## src/b5ga_pkg.sv

```systemverilog
// Types and constants for the Big5 glyph address calculator.
// Shared by every module of the block; depends on nothing else.
package b5ga_pkg;

  localparam int unsigned NumBases = 8;
  localparam int unsigned CfgIdxW  = 3;
  localparam int unsigned AddrW    = 32;
  localparam int unsigned IdxW     = 15;
  localparam int unsigned ProdW    = 23;

  typedef enum logic [1:0] {
    CLS_SINGLE  = 2'd0,
    CLS_SYMBOL  = 2'd1,
    CLS_HANZI   = 2'd2,
    CLS_SYMBOL2 = 2'd3
  } char_class_e;

  // Code range limits of the Big5 plane.
  localparam logic [15:0] CodeLow       = 16'hA100;
  localparam logic [15:0] CodeHigh      = 16'hFA00;
  localparam logic [15:0] CodeHanziLow  = 16'hA3C0;
  localparam logic [15:0] CodeSym2Low   = 16'hC67F;
  localparam logic [15:0] CodeHanziHigh = 16'hC8D4;
  localparam logic [15:0] CodeEnd       = 16'hF9FF;

  // Trail byte ranges.
  localparam logic [7:0] TrailLow     = 8'h40;
  localparam logic [7:0] TrailLowEnd  = 8'h7E;
  localparam logic [7:0] TrailHighBeg = 8'hA1;
  localparam logic [7:0] TrailHighEnd = 8'hFE;
  localparam logic [7:0] ColSplit     = 8'h60;
  localparam logic [7:0] TrailGap     = 8'h22;

  // First lead byte of each font, and the cell bookkeeping.
  localparam logic [7:0] LeadSymbol   = 8'hA1;
  localparam logic [7:0] LeadHanzi    = 8'hA4;
  localparam logic [7:0] LeadSymbol2  = 8'hC6;
  localparam logic [7:0] LeadHanziGap = 8'hC8;
  localparam logic signed [15:0] RowCells    = 16'sd157;
  localparam logic signed [15:0] HanziSkip   = 16'sd408;
  localparam logic signed [15:0] Symbol2Bias = 16'sd63;

  // Bitmap sizes and advances.
  localparam logic [6:0] BytesSingleSmall = 7'd15;
  localparam logic [6:0] BytesSingleLarge = 7'd48;
  localparam logic [6:0] BytesWideSmall   = 7'd30;
  localparam logic [6:0] BytesWideLarge   = 7'd72;
  localparam logic [4:0] AdvSingleSmall   = 5'd8;
  localparam logic [4:0] AdvSingleLarge   = 5'd16;
  localparam logic [4:0] AdvWideSmall     = 5'd16;
  localparam logic [4:0] AdvWideLarge     = 5'd24;
  localparam logic [1:0] ConsumedSingle   = 2'd1;
  localparam logic [1:0] ConsumedWide     = 2'd2;

  typedef struct packed {
    logic [15:0] char_pair;
    logic        large_font;
  } in_item_t;

  typedef struct packed {
    logic [1:0]       char_class;
    logic [AddrW-1:0] glyph_address;
    logic [6:0]       glyph_bytes;
    logic [4:0]       advance_pixels;
    logic [1:0]       bytes_consumed;
  } out_item_t;

  // Decoded character, held between the two register stages.
  typedef struct packed {
    char_class_e            cls;
    logic signed [IdxW-1:0] idx;
    logic                   big_font;
  } dec_t;

  typedef logic [NumBases-1:0][AddrW-1:0] base_bank_t;

endpackage

```

## src/b5ga_cfg_regs.sv

```systemverilog
// Font base address registers, written through the plain configuration port.
// Depends on b5ga_pkg.
module b5ga_cfg_regs (
  input  logic                          clk_i,
  input  logic                          rst_ni,
  input  logic                          cfg_we_i,
  input  logic [b5ga_pkg::CfgIdxW-1:0]  cfg_index_i,
  input  logic [b5ga_pkg::AddrW-1:0]    cfg_data_i,
  output b5ga_pkg::base_bank_t          bases_o
);
  import b5ga_pkg::*;

  base_bank_t bases_q, bases_d;

  always_comb begin
    bases_d = bases_q;
    if (cfg_we_i) begin
      bases_d[cfg_index_i] = cfg_data_i;
    end
  end

  always_ff @(posedge clk_i or negedge rst_ni) begin
    if (!rst_ni) begin
      bases_q <= '0;
    end else begin
      bases_q <= bases_d;
    end
  end

  assign bases_o = bases_q;

endmodule

```

## src/b5ga_decode.sv

```systemverilog
// Classifies a Big5 byte pair and forms its cell index within the chosen font.
// Depends on b5ga_pkg.
module b5ga_decode (
  input  b5ga_pkg::in_item_t item_i,
  output b5ga_pkg::dec_t     dec_o
);
  import b5ga_pkg::*;

  logic [7:0]         lead;
  logic [7:0]         trail;
  logic [15:0]        code;
  logic [7:0]         col;
  logic               trail_ok;
  char_class_e        cls;
  logic signed [15:0] lead_s;
  logic signed [15:0] col_s;
  logic signed [15:0] idx_w;

  assign lead  = item_i.char_pair[7:0];
  assign trail = item_i.char_pair[15:8];
  assign code  = {lead, trail};

  assign trail_ok = (trail >= TrailLow) && (trail <= TrailHighEnd) &&
                    !((trail > TrailLowEnd) && (trail < TrailHighBeg));

  always_comb begin
    priority if ((code < CodeLow) || (code > CodeHigh) || !trail_ok) begin
      cls = CLS_SINGLE;
    end else if (code < CodeHanziLow) begin
      cls = CLS_SYMBOL;
    end else if (code < CodeSym2Low) begin
      cls = CLS_HANZI;
    end else if (code < CodeHanziHigh) begin
      cls = CLS_SYMBOL2;
    end else if (code < CodeEnd) begin
      cls = CLS_HANZI;
    end else begin
      cls = CLS_SINGLE;
    end
  end

  // The upper trail range follows the lower one without the gap between them.
  always_comb begin
    col = trail - TrailLow;
    if (col > ColSplit) begin
      col = col - TrailGap;
    end
  end

  assign lead_s = signed'({8'd0, lead});
  assign col_s  = signed'({8'd0, col});

  // A3C0..A3FE fall in the hanzi class one row before its first lead byte,
  // so the index goes negative there.
  always_comb begin
    unique case (cls)
      CLS_SYMBOL: begin
        idx_w = (lead_s - signed'({8'd0, LeadSymbol})) * RowCells + col_s;
      end
      CLS_HANZI: begin
        idx_w = (lead_s - signed'({8'd0, LeadHanzi})) * RowCells + col_s;
        if (lead > LeadHanziGap) begin
          idx_w = idx_w - HanziSkip;
        end
      end
      CLS_SYMBOL2: begin
        idx_w = (lead_s - signed'({8'd0, LeadSymbol2})) * RowCells + col_s - Symbol2Bias;
      end
      default: begin
        idx_w = lead_s;
      end
    endcase
  end

  assign dec_o.cls      = cls;
  assign dec_o.idx      = idx_w[IdxW-1:0];
  assign dec_o.big_font = item_i.large_font;

endmodule

```

## src/b5ga_addr.sv

```systemverilog
// Scales a decoded cell index by the glyph size and adds the font base.
// Also derives byte count, advance and bytes consumed. Depends on b5ga_pkg.
module b5ga_addr (
  input  b5ga_pkg::dec_t       dec_i,
  input  b5ga_pkg::base_bank_t bases_i,
  output b5ga_pkg::out_item_t  item_o
);
  import b5ga_pkg::*;

  logic                    single;
  logic [6:0]              glyph_sz;
  logic [4:0]              adv;
  logic signed [ProdW-1:0] prod;
  logic [AddrW-1:0]        base;

  assign single = (dec_i.cls == CLS_SINGLE);

  always_comb begin
    unique case ({dec_i.big_font, single})
      2'b01:   begin glyph_sz = BytesSingleSmall; adv = AdvSingleSmall; end
      2'b11:   begin glyph_sz = BytesSingleLarge; adv = AdvSingleLarge; end
      2'b10:   begin glyph_sz = BytesWideLarge;   adv = AdvWideLarge;   end
      default: begin glyph_sz = BytesWideSmall;   adv = AdvWideSmall;   end
    endcase
  end

  // The glyph size is also the per-cell stride of every font.
  assign prod = ProdW'(dec_i.idx) * ProdW'(signed'({1'b0, glyph_sz}));
  assign base = bases_i[{dec_i.big_font, dec_i.cls}];

  assign item_o.char_class     = dec_i.cls;
  assign item_o.glyph_address  = base + {{(AddrW-ProdW){prod[ProdW-1]}}, prod};
  assign item_o.glyph_bytes    = glyph_sz;
  assign item_o.advance_pixels = adv;
  assign item_o.bytes_consumed = single ? ConsumedSingle : ConsumedWide;

endmodule

```

## src/big5_glyph_address_calc_top.sv

```systemverilog
// Big5 glyph address calculator: each accepted input beat passes through the
// decode register, then the result register, before its result beat is offered.
// Throughput is one beat per cycle; the input stalls only while a result is
// held by a stalled output and the decode register is full.
// Reset clears both valid flags and sets all eight font bases to zero.
// Depends on b5ga_pkg, b5ga_cfg_regs, b5ga_decode and b5ga_addr.
module big5_glyph_address_calc_top (
  input  logic                          clk_i,
  input  logic                          rst_ni,
  input  logic                          in_valid_i,
  output logic                          in_stall_o,
  input  b5ga_pkg::in_item_t            in_data_i,
  output logic                          out_valid_o,
  input  logic                          out_stall_i,
  output b5ga_pkg::out_item_t           out_data_o,
  input  logic                          cfg_we_i,
  input  logic [b5ga_pkg::CfgIdxW-1:0]  cfg_index_i,
  input  logic [b5ga_pkg::AddrW-1:0]    cfg_data_i
);
  import b5ga_pkg::*;

  base_bank_t bases;
  dec_t       dec;
  dec_t       s1_q, s1_d;
  logic       s1_valid_q, s1_valid_d;
  out_item_t  res;
  out_item_t  out_q, out_d;
  logic       out_valid_q, out_valid_d;
  logic       out_ready;
  logic       s1_ready;
  logic       in_accept;

  b5ga_cfg_regs u_cfg_regs (
    .clk_i       (clk_i),
    .rst_ni      (rst_ni),
    .cfg_we_i    (cfg_we_i),
    .cfg_index_i (cfg_index_i),
    .cfg_data_i  (cfg_data_i),
    .bases_o     (bases)
  );

  b5ga_decode u_decode (
    .item_i (in_data_i),
    .dec_o  (dec)
  );

  b5ga_addr u_addr (
    .dec_i   (s1_q),
    .bases_i (bases),
    .item_o  (res)
  );

  assign out_ready = !out_valid_q || !out_stall_i;
  assign s1_ready  = !s1_valid_q || out_ready;
  assign in_accept = in_valid_i && s1_ready;

  always_comb begin
    s1_d        = s1_q;
    s1_valid_d  = s1_valid_q;
    out_d       = out_q;
    out_valid_d = out_valid_q;
    if (out_ready) begin
      out_valid_d = s1_valid_q;
      if (s1_valid_q) begin
        out_d = res;
      end
      s1_valid_d = 1'b0;
    end
    if (in_accept) begin
      s1_d       = dec;
      s1_valid_d = 1'b1;
    end
  end

  always_ff @(posedge clk_i or negedge rst_ni) begin
    if (!rst_ni) begin
      s1_valid_q  <= 1'b0;
      out_valid_q <= 1'b0;
    end else begin
      s1_valid_q  <= s1_valid_d;
      out_valid_q <= out_valid_d;
    end
  end

  always_ff @(posedge clk_i) begin
    s1_q  <= s1_d;
    out_q <= out_d;
  end

  assign in_stall_o  = !s1_ready;
  assign out_valid_o = out_valid_q;
  assign out_data_o  = out_q;

endmodule

```

## config.mk

```make
export PLATFORM = sky130hd
export DESIGN_NAME = big5_glyph_address_calc_top
export DESIGN_NICKNAME = d
export VERILOG_FILES = /design/src/b5ga_pkg.sv /design/src/b5ga_cfg_regs.sv /design/src/b5ga_decode.sv /design/src/b5ga_addr.sv /design/src/big5_glyph_address_calc_top.sv
export SDC_FILE = /design/constraint.sdc
export NUM_CORES = 1
export LEC_CHECK = 0
export ABC_CLOCK_PERIOD_IN_PS = 11700
export BUFFER_PORTS_ARGS = -buffer_cell sky130_fd_sc_hd__buf_2
export CELL_PAD_IN_SITES_DETAIL_PLACEMENT = 1
export CELL_PAD_IN_SITES_GLOBAL_PLACEMENT = 1
export CORE_ASPECT_RATIO = 0.8
export CORE_MARGIN = 4
export CORE_UTILIZATION = 45
export DETAILED_ROUTE_END_ITERATION = 7
export PLACE_DENSITY = 0.73
export SKIP_CTS_REPAIR_TIMING = 1
export SLEW_MARGIN = 20
export SYNTH_ARGS = -nofsm -noshare
export SYNTH_HDL_FRONTEND = slang
export SYNTH_SLANG_ARGS = --single-unit
export TNS_END_PERCENT = 100
```

## constraint.sdc

```tcl
create_clock -name clk_i -period 11.7 [get_ports clk_i]
set_input_delay 2.34 -clock clk_i [delete_from_list [all_inputs] [get_ports clk_i]]
set_output_delay 2.34 -clock clk_i [all_outputs]
set_load 0.02 [all_outputs]
```

## Word level (Yosys, flattened, before mapping)

Index checks and enable logic that the tools add are counted.

| storage, ports and cells | value |
|---|---|
| bits of input ports | 57 |
| register bits after elaboration | 324 |

| cells by class | value |
|---|---|
| eq/ne operators | 6 |
| multiply operators | 4 |
| $lt $le $gt $ge | 15 |
| reduce and logical (&&, ||, !) cells | 18 |
| add/subtract/negate cells | 11 |
| multiplexer cells | 18 |

Operators by type and width:

| operator | number |
|---|---|
| bitwise mux 256 bit | 1 |
| binary-select mux 32 bit (select 3 bit) | 1 |
| demux 32 bit (select 3 bit) | 1 |
| < comparator 16 bit (second input constant) | 5 |
| 2-to-1 mux 32 bit | 2 |
| multiplier 16 x 9 -> 15 bit (second input constant) | 3 |
| adder 15 x 9 -> 15 bit | 3 |
| case mux 15 bit (3 select lines) | 1 |
| adder 32 bit | 1 |
| subtractor 8 x 8 -> 9 bit (second input constant) | 3 |
| multiplier 15 x 8 -> 23 bit | 1 |
| case mux 7 bit (3 select lines) | 1 |
| greater-than comparator 16 bit (second input constant) | 1 |
| greater-than comparator 8 x 7 -> 1 bit (second input constant) | 2 |
| 2-to-1 mux 15 bit | 1 |
| subtractor 15 x 10 -> 15 bit (second input constant) | 1 |
| subtractor 15 x 7 -> 15 bit (second input constant) | 1 |
| 2-to-1 mux 2 bit | 6 |
| case mux 5 bit (2 select lines) | 1 |
| equality test 2 bit (second input constant) | 4 |
| greater-or-equal comparator 8 x 7 -> 1 bit (second input constant) | 1 |
| greater-than comparator 8 bit (second input constant) | 1 |
| <= comparator 8 bit (second input constant) | 1 |
| < comparator 3 x 4 -> 1 bit (second input constant) | 2 |
| other kinds (13) | 27 |

## Logic depth before layout (Yosys ltp)

Gate-level depths: netlist of the first run.

| depth | value |
|---|---|
| depth after elaboration | 9 |
| gate-level depth with buffers | 35 |
| depth with buffers taken out | 32 |

## Modules after synthesis

Synthesis of the first run repeated with hierarchy kept, for this count alone.

| unflattened totals | value |
|---|---|
| cell total of the unflattened synthesis | 2264 |
| area total of the unflattened synthesis | 25742.2 um^2 |

Modules (own cells, without submodules):

| module | times used | area an instance (um^2) | cells an instance |
|---|---|---|---|
| b5ga_cfg_regs | 1 | 9605.5 | 551 |
| b5ga_addr | 1 | 7375.8 | 869 |
| b5ga_decode | 1 | 6686.4 | 770 |
| big5_glyph_address_calc_top | 1 | 2074.5 | 74 |

## Worst setup path before layout of the first run

Ideal clock, no wire load.

| timing | value |
|---|---|
| kind | reg2reg |
| start | register s1_q[16] (netlist bit) |
| end | register out_q, in the netlist out_data_o[45] (data pin) |
| library setup time | 258 ps |
| cell stages (with the launch flop) | 34 |
| data required time | 11442 ps |
| data arrival time | 8211 ps |
| path slack | 3231 ps |
| cells stage by stage | edfxtp_1 > buf_2 > clkbuf_1 > buf_1 > or2_2 > ha_1 > inv_1 > clkbuf_1 > nand2_1 > fa_1 > inv_1 > fa_1 > fa_1 > inv_1 > fa_1 > inv_1 > ha_1 > a21oi_1 > o21ai_0 > a31oi_1 > a21oi_1 > o21ai_0 > a21boi_0 > o21ai_0 > a21oi_1 > xor2_1 > ha_1 > buf_1 > nand4_1 > or4_1 > a211oi_1 > nor3_1 > nand3b_1 > xnor2_1 |

RTL lines:

| what | line | text |
|---|---|---|
| start: declaration | big5_glyph_address_calc_top.sv:24 | `dec_t s1_q, s1_d;` |
| start signal: assignment | big5_glyph_address_calc_top.sv:86 | `s1_q <= s1_d;` |
| end signal: assignment | big5_glyph_address_calc_top.sv:87 | `out_q <= out_d;` |
| end: declaration | big5_glyph_address_calc_top.sv:27 | `out_item_t out_q, out_d;` |

==> summary.txt, run 1 <==
======================================================================================
Minimum period implied by the final worst setup slack                         9.019 ns
H-tree level count                                                                   1
Clk buf depth                                                                        3
Pins Over Slew Limit                                                                 0
Core region area                                                            55,780 um2
Most area-consuming cells after synthesis                                 sky130_fd_sc_hd__dfrtp_1 (25%), sky130_fd_sc_hd__ha_1 (12%), sky130_fd_sc_hd__fa_1 (12%)
Number of design rule violations left after detail routing                           0
Worst slew pin tran                                                           1.011 ns
Worst-case hold slack                                                        0.4929 ns
Arrival time of data at the critical path endpoint                             9.33 ns
Total global routing overflow                                                        0
Hold Vio Cnt, Final                                                                  0
Setup tns final                                                                   0 ns
Final estimated routing congestion in global placement                          0.8756
Library cell contributing the largest single delay on the critical path   sky130_fd_sc_hd__fa_1
Total detailed-routing wirelength                                            69,840 um
Share of layout cells above drive strength 1                                    0.2179
Worst voltage drop across the vdd grid                                       0.2478 mV
Fraction of power consumed by the clock network                                  0.117
Routed length per instance                                                    22.17 um
Status                                                                       completed
Maximum number of pins on one net before global-route repair                       115
Antenna cell count                                                                   0
Max-slew headroom                                                               0.3150
Most used DFF post-synth                                                  sky130_fd_sc_hd__dfrtp_1
Crit path buffers/inverters                                                          5
Total vias in the final route                                                   17,840
Highest attainable clock frequency                                          0.1109 GHz
Share of total power in sequential cells                                         0.195
Overall track demand over capacity in global routing                            0.2276
Worst clock skew                                                            0.02262 ns
Number of distinct standard cells referenced by the synthesized netlist             81
Horizontal die dimension                                                      274.8 um
Startpoint type of the worst setup path                                      flip-flop
Final setup vio count                                                                0
Clock root cell                                                           sky130_fd_sc_hd__clkbuf_16
Largest fanout on the critical path                                                 31
Antenna viol nets, final                                                             0
Non-filler instance count after layout                                           3,150
Fraction of synthesis flops using an asynchronous set or reset pin              0.8063
Number of cells produced by synthesis                                            2,292
Power density normalized to cell area                                     313.2 nW/um2
Cell Area, Synth                                                            25,630 um2
Die Ht                                                                        221.5 um
Clk_lat worst skew                                                             0.59 ns
I/O pin count                                                                      107
Sw power                                                                    0.004207 W
CTS buffer count                                                                    31
Start-to-end type of the worst setup path                                 flip-flop to flip-flop
Placed cell count                                                                3,092
Rows                                                                                77
RSZ-0062 raised after global routing                                             false
Min-delay worst type                                                      flip-flop to flip-flop
Post-DP HPWL                                                                 52,620 um
Starting utilization of the core area                                           0.4595
Critical path data required time                                              12.02 ns
Maximum Capacitance Violations                                                       0
Num Clock Sinks                                                                    320
Leakage power                                                                 13.02 nW
Clock tree from TritonCTS                                                        built
Gate power share                                                                 0.688
Part of the Yosys area used for sequential elements                             0.3245
Share of the clock period used by the worst path after layout                   0.7708
Area share of the leading cell type in the synthesized netlist                  0.2519
Initial DRC Count                                                                1,214
Via count of the first global-routing pass                                      19,140
Via density                                                                      5.664
Clock transition at the registers of the reported paths                        0.07 ns
Synth warnings                                                                       0
Cell accounting for the most synthesized area                             sky130_fd_sc_hd__dfrtp_1
First-pass GRT wire length                                                  109,600 um
Die area                                                                    60,870 um2
FF+latch count, synth                                                              320
Number of synthesized flops with an enable pin                                      62
Initial antenna violation count                                                      4
Internal                                                                    0.004563 W
Synth-to-layout area growth                                                     9.230%
Initial DRT Pass Iterations                                                          4
Mean cell area of the mapped netlist                                         11.18 um2
Nets@finish                                                                      2,843
Largest incremental delay on the critical path                                 0.54 ns
Top Family by Delay on Critical Path                                       adder cells
Switching Fraction                                                              0.4797
# port buffers                                                                     103
Type of destination of the critical path                                     flip-flop
======================================================================================
## Yosys cell counts (4+ instances only)
library cell / number
sky130_fd_sc_hd__or2_2: 6
sky130_fd_sc_hd__nor3_1: 27
sky130_fd_sc_hd__edfxtp_1: 62
sky130_fd_sc_hd__and2_1: 44
sky130_fd_sc_hd__o21a_1: 12
sky130_fd_sc_hd__dfrtp_1: 258
sky130_fd_sc_hd__nor2_1: 68
sky130_fd_sc_hd__or3_1: 8
sky130_fd_sc_hd__and3_1: 5
sky130_fd_sc_hd__o31ai_1: 6
sky130_fd_sc_hd__buf_1: 9
sky130_fd_sc_hd__a21boi_0: 7
sky130_fd_sc_hd__o41ai_1: 4
sky130_fd_sc_hd__a31oi_1: 8
sky130_fd_sc_hd__fa_1: 157
sky130_fd_sc_hd__nor4_1: 7
sky130_fd_sc_hd__a21oi_1: 78
sky130_fd_sc_hd__mux2_2: 257
sky130_fd_sc_hd__a22oi_1: 4
sky130_fd_sc_hd__o211ai_1: 10
sky130_fd_sc_hd__nand2_1: 192
sky130_fd_sc_hd__nor2b_1: 21
sky130_fd_sc_hd__clkbuf_1: 54
sky130_fd_sc_hd__o21bai_1: 9
sky130_fd_sc_hd__nand4b_1: 4
sky130_fd_sc_hd__buf_2: 6
sky130_fd_sc_hd__mux2i_1: 9
sky130_fd_sc_hd__xnor2_1: 77
sky130_fd_sc_hd__a21o_1: 29
sky130_fd_sc_hd__a211oi_1: 13
sky130_fd_sc_hd__nand4_1: 8
sky130_fd_sc_hd__nand3_1: 14
sky130_fd_sc_hd__xor2_1: 42
sky130_fd_sc_hd__o31a_1: 5
sky130_fd_sc_hd__nand2b_1: 11
sky130_fd_sc_hd__o21ai_0: 72
sky130_fd_sc_hd__inv_1: 301
sky130_fd_sc_hd__mux4_2: 64
sky130_fd_sc_hd__buf_4: 5
sky130_fd_sc_hd__ha_1: 254
## metal layers
metal,up-vias,global-route usage,part of all wire
met5,-,0,0.00059
met4,6,0.02824,0.0099
met3,54,0.02913,0.047
met2,361,0.3636,0.46
met1,9361,0.3427,0.48
li1,8061,-,-
## area by class of cell
class / instances / area [um2]
fill: 5929 / 27780
multi-input combinational: 1595 / 15880
sequential: 320 / 8318
inverter: 302 / 1135
clock buffer: 50 / 948.4
tap: 750 / 938.4
timing repair buffer: 125 / 690.7
clock inverter: 8 / 91.34
## through the flow
stage | cell area [um2] | power, W | util | setup slack, ns
floorplan | 25640 | 0.006083 | - | 3.231
global placement | 26960 | 0.007492 | 0.4833 | 2.818
detailed placement | 26960 | 0.007693 | 0.4833 | 2.593
CTS | 28000 | 0.008774 | 0.5019 | 2.776
global route | 28000 | 0.009545 | 0.5019 | 2.140
finish | 28000 | 0.008769 | 0.5019 | 2.681
## cells by family after synthesis
family                     count (synthesis)  synth area share
and+or+nand+nor                          434           0.08132
DFF                                      320            0.3245
muxes                                    330            0.1726
adders and majority gates                411            0.2466
buffers and inverters                    379           0.05760
xor gates and xnor gates                 119           0.04066
AOI/OAI and AO/OA                        298           0.07654
other                                      1         0.0001463
## cells in the final DEF (no fill, tap or decap), drive strengths merged, types with 7 or more instances in the layout
master / synthesis / layout
inv: 301 / 303
dfrtp: 258 / 258
mux2: 257 / 257
ha: 254 / 254
nand2: 195 / 195
fa: 157 / 157
buf: 23 / 125
a21oi: 79 / 79
xnor2: 77 / 77
o21ai: 75 / 75
nor2: 70 / 70
mux4: 64 / 64
edfxtp: 62 / 62
clkbuf: 54 / 50
and2: 45 / 45
xor2: 42 / 42
a21o: 29 / 29
nor3: 28 / 28
nor2b: 21 / 21
nand3: 14 / 14
a211oi: 13 / 13
o21a: 12 / 12
nand2b: 12 / 12
o211ai: 10 / 10
mux2i: 9 / 9
o21bai: 9 / 9
nand4: 8 / 8
a31oi: 8 / 8
or3: 8 / 8
nor4: 7 / 7
a21boi: 7 / 7
## final timing paths
check	start	endpoint	slack, ns	cells past startpoint
setup / recovery	s1_q[17]	out_data_o[42]	2.68	31
hold / removal	s1_valid_q	out_valid_o	0.49	1
setup reg to reg	s1_q[17]	out_data_o[42]	2.68	31
hold reg to reg	s1_valid_q	out_valid_o	0.49	1
max in group asynchronous	rst_ni	u_cfg_regs.bases_o[147]	8.30	2
min in group asynchronous	rst_ni	u_cfg_regs.bases_o[8]	1.83	1
## sequential cells by signal, summed over array words and instances (netlist names)
name and flops:
out_data_o 44, out_valid_o 1, s1_q 18, s1_valid_q 1, u_cfg_regs.bases_o 256
## power groups by stage
stage | clock network [W] | registers (W) | logic [W]
3_5_place_dp | 0 | 0.00173 | 0.00596
6_report | 0.00103 | 0.00171 | 0.00603
3_3_place_gp | 0 | 0.00170 | 0.00579
4_1_cts | 0.00104 | 0.00171 | 0.00602
5_1_grt | 0.00110 | 0.00173 | 0.00671
2_1_floorplan | 0 | 0.00173 | 0.00436
## worst reg2reg max path: cells and delay by family, from the launching register on
family          cells  cell delay, ns
fa+ha+maj           7            3.05
compound gates     13            2.91
simple gates        5            1.39
buf+inv             5            0.94
flops               1            0.37
xor+xnor            1            0.09
(Power assumes the default switching activity.)
==> run 2, diff against run 1 <==
- ABC_CLOCK_PERIOD_IN_PS: 11700 -> 9400
- clock period: 11.7 -> 9.4 ns (I/O delays scaled with it)
==> run 2 against run 1 <==
  * Clock power up 27%
  * Die area unchanged
  * Sequential power up 24%
  * Clock skew down 0.0076 ns
  * Final area up 0.25%
  * Hold slack worse by 0.0040 ns
  * Sequential share of layout area down 0.074 points
  * Critical endpoint is now out_data_o[45]
==> summary.txt, run 2 (synthesized netlist as in run 1, its figures left out) <==
======================================================================================
Status                                                                       completed
Leakage power                                                                 13.06 nW
Final estimated routing congestion in global placement                          0.8644
Setup tns final                                                                   0 ns
Final setup vio count                                                                0
Die area                                                                    60,870 um2
Library cell contributing the largest single delay on the critical path   sky130_fd_sc_hd__or4_1
Fill cells                                                                       5,927
Crit path buffers/inverters                                                          4
Initial DRT Pass Iterations                                                          5
Overall track demand over capacity in global routing                            0.2329
Largest fanout on the critical path                                                 12
Worst slew pin tran                                                          0.9814 ns
Rows                                                                                77
Hold Vio Cnt, Final                                                                  0
Min-delay worst type                                                      flip-flop to flip-flop
Routed length per instance                                                    22.29 um
Synth-to-layout area growth                                                     9.504%
Start-to-end type of the worst setup path                                 flip-flop to flip-flop
Pins Over Slew Limit                                                                 0
Top library cells by usage in the layout, fill and taps aside             sky130_fd_sc_hd__inv_1 (301), sky130_fd_sc_hd__dfrtp_1 (258), sky130_fd_sc_hd__mux2_2 (257)
Most common library cell in the layout ignoring fill and taps             sky130_fd_sc_hd__inv_1
Clk buf depth                                                                        3
CTS buffer count                                                                    31
Maximum number of pins on one net before global-route repair                       134
Minimum period implied by the final worst setup slack                         8.568 ns
Clk_lat worst skew                                                             0.59 ns
Worst voltage drop across the vdd grid                                       0.2717 mV
Core region area                                                            55,780 um2
Arrival time of data at the critical path endpoint                             8.90 ns
Initial antenna violation count                                                      3
Worst clock skew                                                            0.01504 ns
Nets@finish                                                                      2,846
Hold path startpoint                                                        s1_valid_q
Type of destination of the critical path                                     flip-flop
Via count of the first global-routing pass                                      19,400
Top Family by Delay on Critical Path                                       adder cells
Total vias in the final route                                                   17,670
RSZ-0062 raised after global routing                                             false
Share of layout cells above drive strength 1                                    0.2198
Antenna viol nets, final                                                             0
I/O pin count                                                                      107
Clock transition at the registers of the reported paths                        0.07 ns
Clock tree from TritonCTS                                                        built
Worst R2R Start                                                               s1_q[16]
H-tree level count                                                                   1
Horizontal die dimension                                                      274.8 um
Post-DP HPWL                                                                 52,570 um
Critical path data required time                                               9.73 ns
Worst-case hold slack                                                        0.4889 ns
Post-layout utilization of the core                                             0.5032
Total detailed-routing wirelength                                            70,250 um
Largest incremental delay on the critical path                                 0.58 ns
Initial DRC Count                                                                1,192
Total global routing overflow                                                        0
First-pass GRT wire length                                                  112,100 um
Number of design rule violations left after detail routing                           0
Clock root cell                                                           sky130_fd_sc_hd__clkbuf_16
Maximum Capacitance Violations                                                       0
Antenna cell count                                                                   0
Power Total                                                                  0.01109 W
Starting utilization of the core area                                           0.4595
Highest attainable clock frequency                                          0.1167 GHz
Crit path launch                                                              s1_q[16]
Share of the clock period used by the worst path after layout                   0.9115
Largest register FFs                                                               256
# port buffers                                                                     103
Max-slew headroom                                                               0.3270
Startpoint type of the worst setup path                                      flip-flop
Die Ht                                                                        221.5 um
Num Clock Sinks                                                                    320
Power density normalized to cell area                                     395.0 nW/um2
Via density                                                                      5.606
======================================================================================
run 2: final timing paths:
check | end | slack, ns | cells past startpoint
max in group asynchronous | u_cfg_regs.bases_o[211] | 6.63 | 3
min in group asynchronous | u_cfg_regs.bases_o[124] | 1.16 | 1
worst min register to register | out_valid_o | 0.49 | 1
worst max register to register | out_data_o[45] | 0.83 | 29
worst max-delay path | out_data_o[45] | 0.83 | 29
worst min-delay path | out_valid_o | 0.49 | 1
run 2: layer usage:
metal	vias up	global-route usage	part of all wire
met5	-	0	0.00031
met4	4	0.03104	0.013
met3	79	0.04115	0.052
met2	332	0.3684	0.46
met1	9201	0.3459	0.48
li1	8054	-	-
run 2: area by class of cell:
cell class | count | area, um2 | share of cell area
tap | 750 | 938.4 | 0.03343
clock buffer | 47 | 948.4 | 0.03379
sequential | 320 | 8318 | 0.2963
inverter | 302 | 1135 | 0.04043
timing repair buffer | 128 | 733.2 | 0.02612
multi-input combinational | 1595 | 15880 | 0.5657
clock inverter | 10 | 118.9 | 0.004235
run 2: stage by stage:
step	setup slack [ns]	area (um2)	instances
2_1_floorplan	0.9311	25640	2294
3_3_place_gp	1.097	26970	3094
3_5_place_dp	0.8664	26970	3094
4_1_cts	0.8897	28040	3151
5_1_grt	0.2474	28070	3152
6_report	0.8320	28070	3152
run 2: report_power, final:
group | switching, W | internal (W) | total [W] | leakage [nW]
Combinational | 0.00461 | 0.00304 | 0.00765 | 8.84
Clock | 0.000561 | 0.000753 | 0.00131 | 0.531
Sequential | 0.000200 | 0.00192 | 0.00212 | 3.69
==> run 3, diff against run 2 <==
- GPL_TIMING_DRIVEN: default -> 0
==> run 3 against run 2 <==
  * Combinational power rose by 0.8%
  * Global-route usage fell by 0.19 points
  * Register-to-register slack got worse by 0.32 ns
  * Hold slack improved by 0.00081 ns
  * Count of clock-buffer cells in the layout fell by 4
  * Power rose by 1.2%
  * Fmax fell by 3.6%
  * Clock skew rose by 0.0053 ns
  * Via count rose by 1.4%
  * Sequential power barely moved
==> summary.txt, run 3 (synthesized netlist as in run 1, its figures left out) <==
======================================================================================
Starting utilization of the core area                                           0.4595
Startpoint type of the worst setup path                                      flip-flop
Maximum Capacitance Violations                                                       0
Critical path data required time                                               9.74 ns
Initial DRC Count                                                                1,141
Placement Cell Area                                                         27,200 um2
Worst voltage drop across the vdd grid                                       0.2983 mV
Worst R2R Start                                                               s1_q[17]
Core region area                                                            55,780 um2
Final std cell area, no fill                                                28,480 um2
Synth-to-layout area growth                                                     11.12%
Leakage power                                                                 13.20 nW
Top library cells by usage in the layout, fill and taps aside             sky130_fd_sc_hd__inv_1 (300), sky130_fd_sc_hd__dfrtp_1 (258), sky130_fd_sc_hd__mux2_2 (257)
Arrival time of data at the critical path endpoint                             9.23 ns
Max-slew headroom                                                               0.3027
CTS buffer count                                                                    31
Worst slew pin tran                                                           1.039 ns
Highest attainable clock frequency                                          0.1125 GHz
Status                                                                       completed
Crit path buffers/inverters                                                          8
FF-to-FF path depth                                                                 32
Initial antenna violation count                                                      4
Final setup vio count                                                                0
Overall track demand over capacity in global routing                            0.2310
Crit path launch                                                              s1_q[17]
Most used cell, CP                                                        sky130_fd_sc_hd__inv_1
# port buffers                                                                      97
Clk buf depth                                                                        3
First-pass GRT wire length                                                  111,200 um
Share of layout cells above drive strength 1                                    0.2217
I/O pin count                                                                      107
Min-delay worst type                                                      flip-flop to flip-flop
Start-to-end type of the worst setup path                                 flip-flop to flip-flop
Post-layout utilization of the core                                             0.5106
Largest register FFs                                                               256
Most common library cell in the layout ignoring fill and taps             sky130_fd_sc_hd__inv_1
Clk_lat worst skew                                                             0.60 ns
H-tree level count                                                                   1
Non-filler instance count after layout                                           3,209
Rows                                                                                77
Power Total                                                                  0.01122 W
Type of destination of the critical path                                     flip-flop
Library cell contributing the largest single delay on the critical path   sky130_fd_sc_hd__or4_1
Pins Over Slew Limit                                                                 0
Via density                                                                      5.586
Clock transition at the registers of the reported paths                        0.07 ns
Hold Vio Cnt, Final                                                                  0
Post-DP HPWL                                                                 55,530 um
Worst-case hold slack                                                        0.4897 ns
Total global routing overflow                                                        0
Share of the clock period used by the worst path after layout                   0.9457
R2R setup slack                                                                0.51 ns
Maximum number of pins on one net before global-route repair                        98
Top Family by Delay on Critical Path                                       adder cells
Total vias in the final route                                                   17,930
Die area                                                                    60,870 um2
Routed length per instance                                                    21.85 um
Cell depth of the worst setup path                                                  32
Hold depth                                                                           1
Via count of the first global-routing pass                                      19,500
Placed cell count                                                                3,145
Minimum period implied by the final worst setup slack                         8.890 ns
Nets@finish                                                                      2,901
Power density normalized to cell area                                     393.7 nW/um2
Number of design rule violations left after detail routing                           0
Min-Delay Endpoint                                                         out_valid_o
Largest incremental delay on the critical path                                 0.60 ns
Worst clock skew                                                            0.02031 ns
Hold path startpoint                                                        s1_valid_q
Clock tree from TritonCTS                                                        built
Horizontal die dimension                                                      274.8 um
R2R Path End                                                              out_data_o[45]
Initial DRT Pass Iterations                                                          5
Die Ht                                                                        221.5 um
Antenna viol nets, final                                                             0
Num Clock Sinks                                                                    320
Clock root cell                                                           sky130_fd_sc_hd__clkbuf_16
Final estimated routing congestion in global placement                          0.8608
Largest fanout on the critical path                                                 10
Total detailed-routing wirelength                                            70,110 um
======================================================================================
-- run 3: cell types whose count changed in the layout (fill, tap and decap cells not counted), sizes merged --
cell | previous run | this run
inv | 302 | 301
bufinv | 2 | 5
diode | 0 | 1
buf | 128 | 133
clkinvlp | 0 | 3
clkbuf | 47 | 93
-- run 3: final cells by class --
cell class / instances / area, um2
Clock buffer: 43 / 922.1
Sequential cell: 320 / 8318
Multi-Input combinational cell: 1595 / 15910
Inverter: 302 / 1139
Fill cell: 5942 / 27300
Tap cell: 750 / 938.4
Antenna cell: 1 / 2.502
Clock inverter: 15 / 224.0
Timing Repair Buffer: 110 / 673.1
Buffer: 73 / 359.1
-- run 3: report_power, final --
group	internal, W	switching (W)	leakage, nW
clock	0.000825	0.000569	0.564
sequential	0.00192	0.000185	3.69
combinational	0.00306	0.00466	8.94
-- run 3: through the flow --
| step | TNS [ns] | setup WS, ns |
|---|---|---|
| final | 0 | 0.5105 |
| after global routing | -0.01584 | -0.01584 |
| after CTS | -15.88 | -1.666 |
| after detailed placement | -13.95 | -1.595 |
| after global placement | -10.43 | -1.415 |
| after floorplan | 0 | 0.9311 |
-- run 3: how the worst max path moves through the flow --
| stage | slack (ns) | to |
|---|---|---|
| after global routing | -0.02 | out_data_o[44] |
| after CTS | -1.67 | out_data_o[45] |
| after global placement | -1.42 | out_data_o[45] |
| final | 0.51 | out_data_o[45] |
| after floorplan | 0.93 | out_data_o[45] |
| after detailed placement | -1.60 | out_data_o[45] |
-- run 3: worst register-to-register path: cells and delay by family (launching register included) --
family,cells,cell delay (ns)
xor gates and xnor gates,2,0.28
buffers and inverters,8,1.33
AOI/OAI and AO/OA,8,1.60
adders and majority gates,7,3.07
DFF,1,0.53
and+or+nand+nor,7,1.86
-- run 3: metal layers --
layer | wire (um) | vias up | global-route usage | share of wire
met4 | 826 | 4 | 0.03170 | 0.012
li1 | - | 8178 | - | -
met1 | 33380 | 9353 | 0.3454 | 0.48
met3 | 3697 | 63 | 0.04083 | 0.053
met2 | 32180 | 328 | 0.3623 | 0.46
met5 | 27 | - | 0 | 0.00039
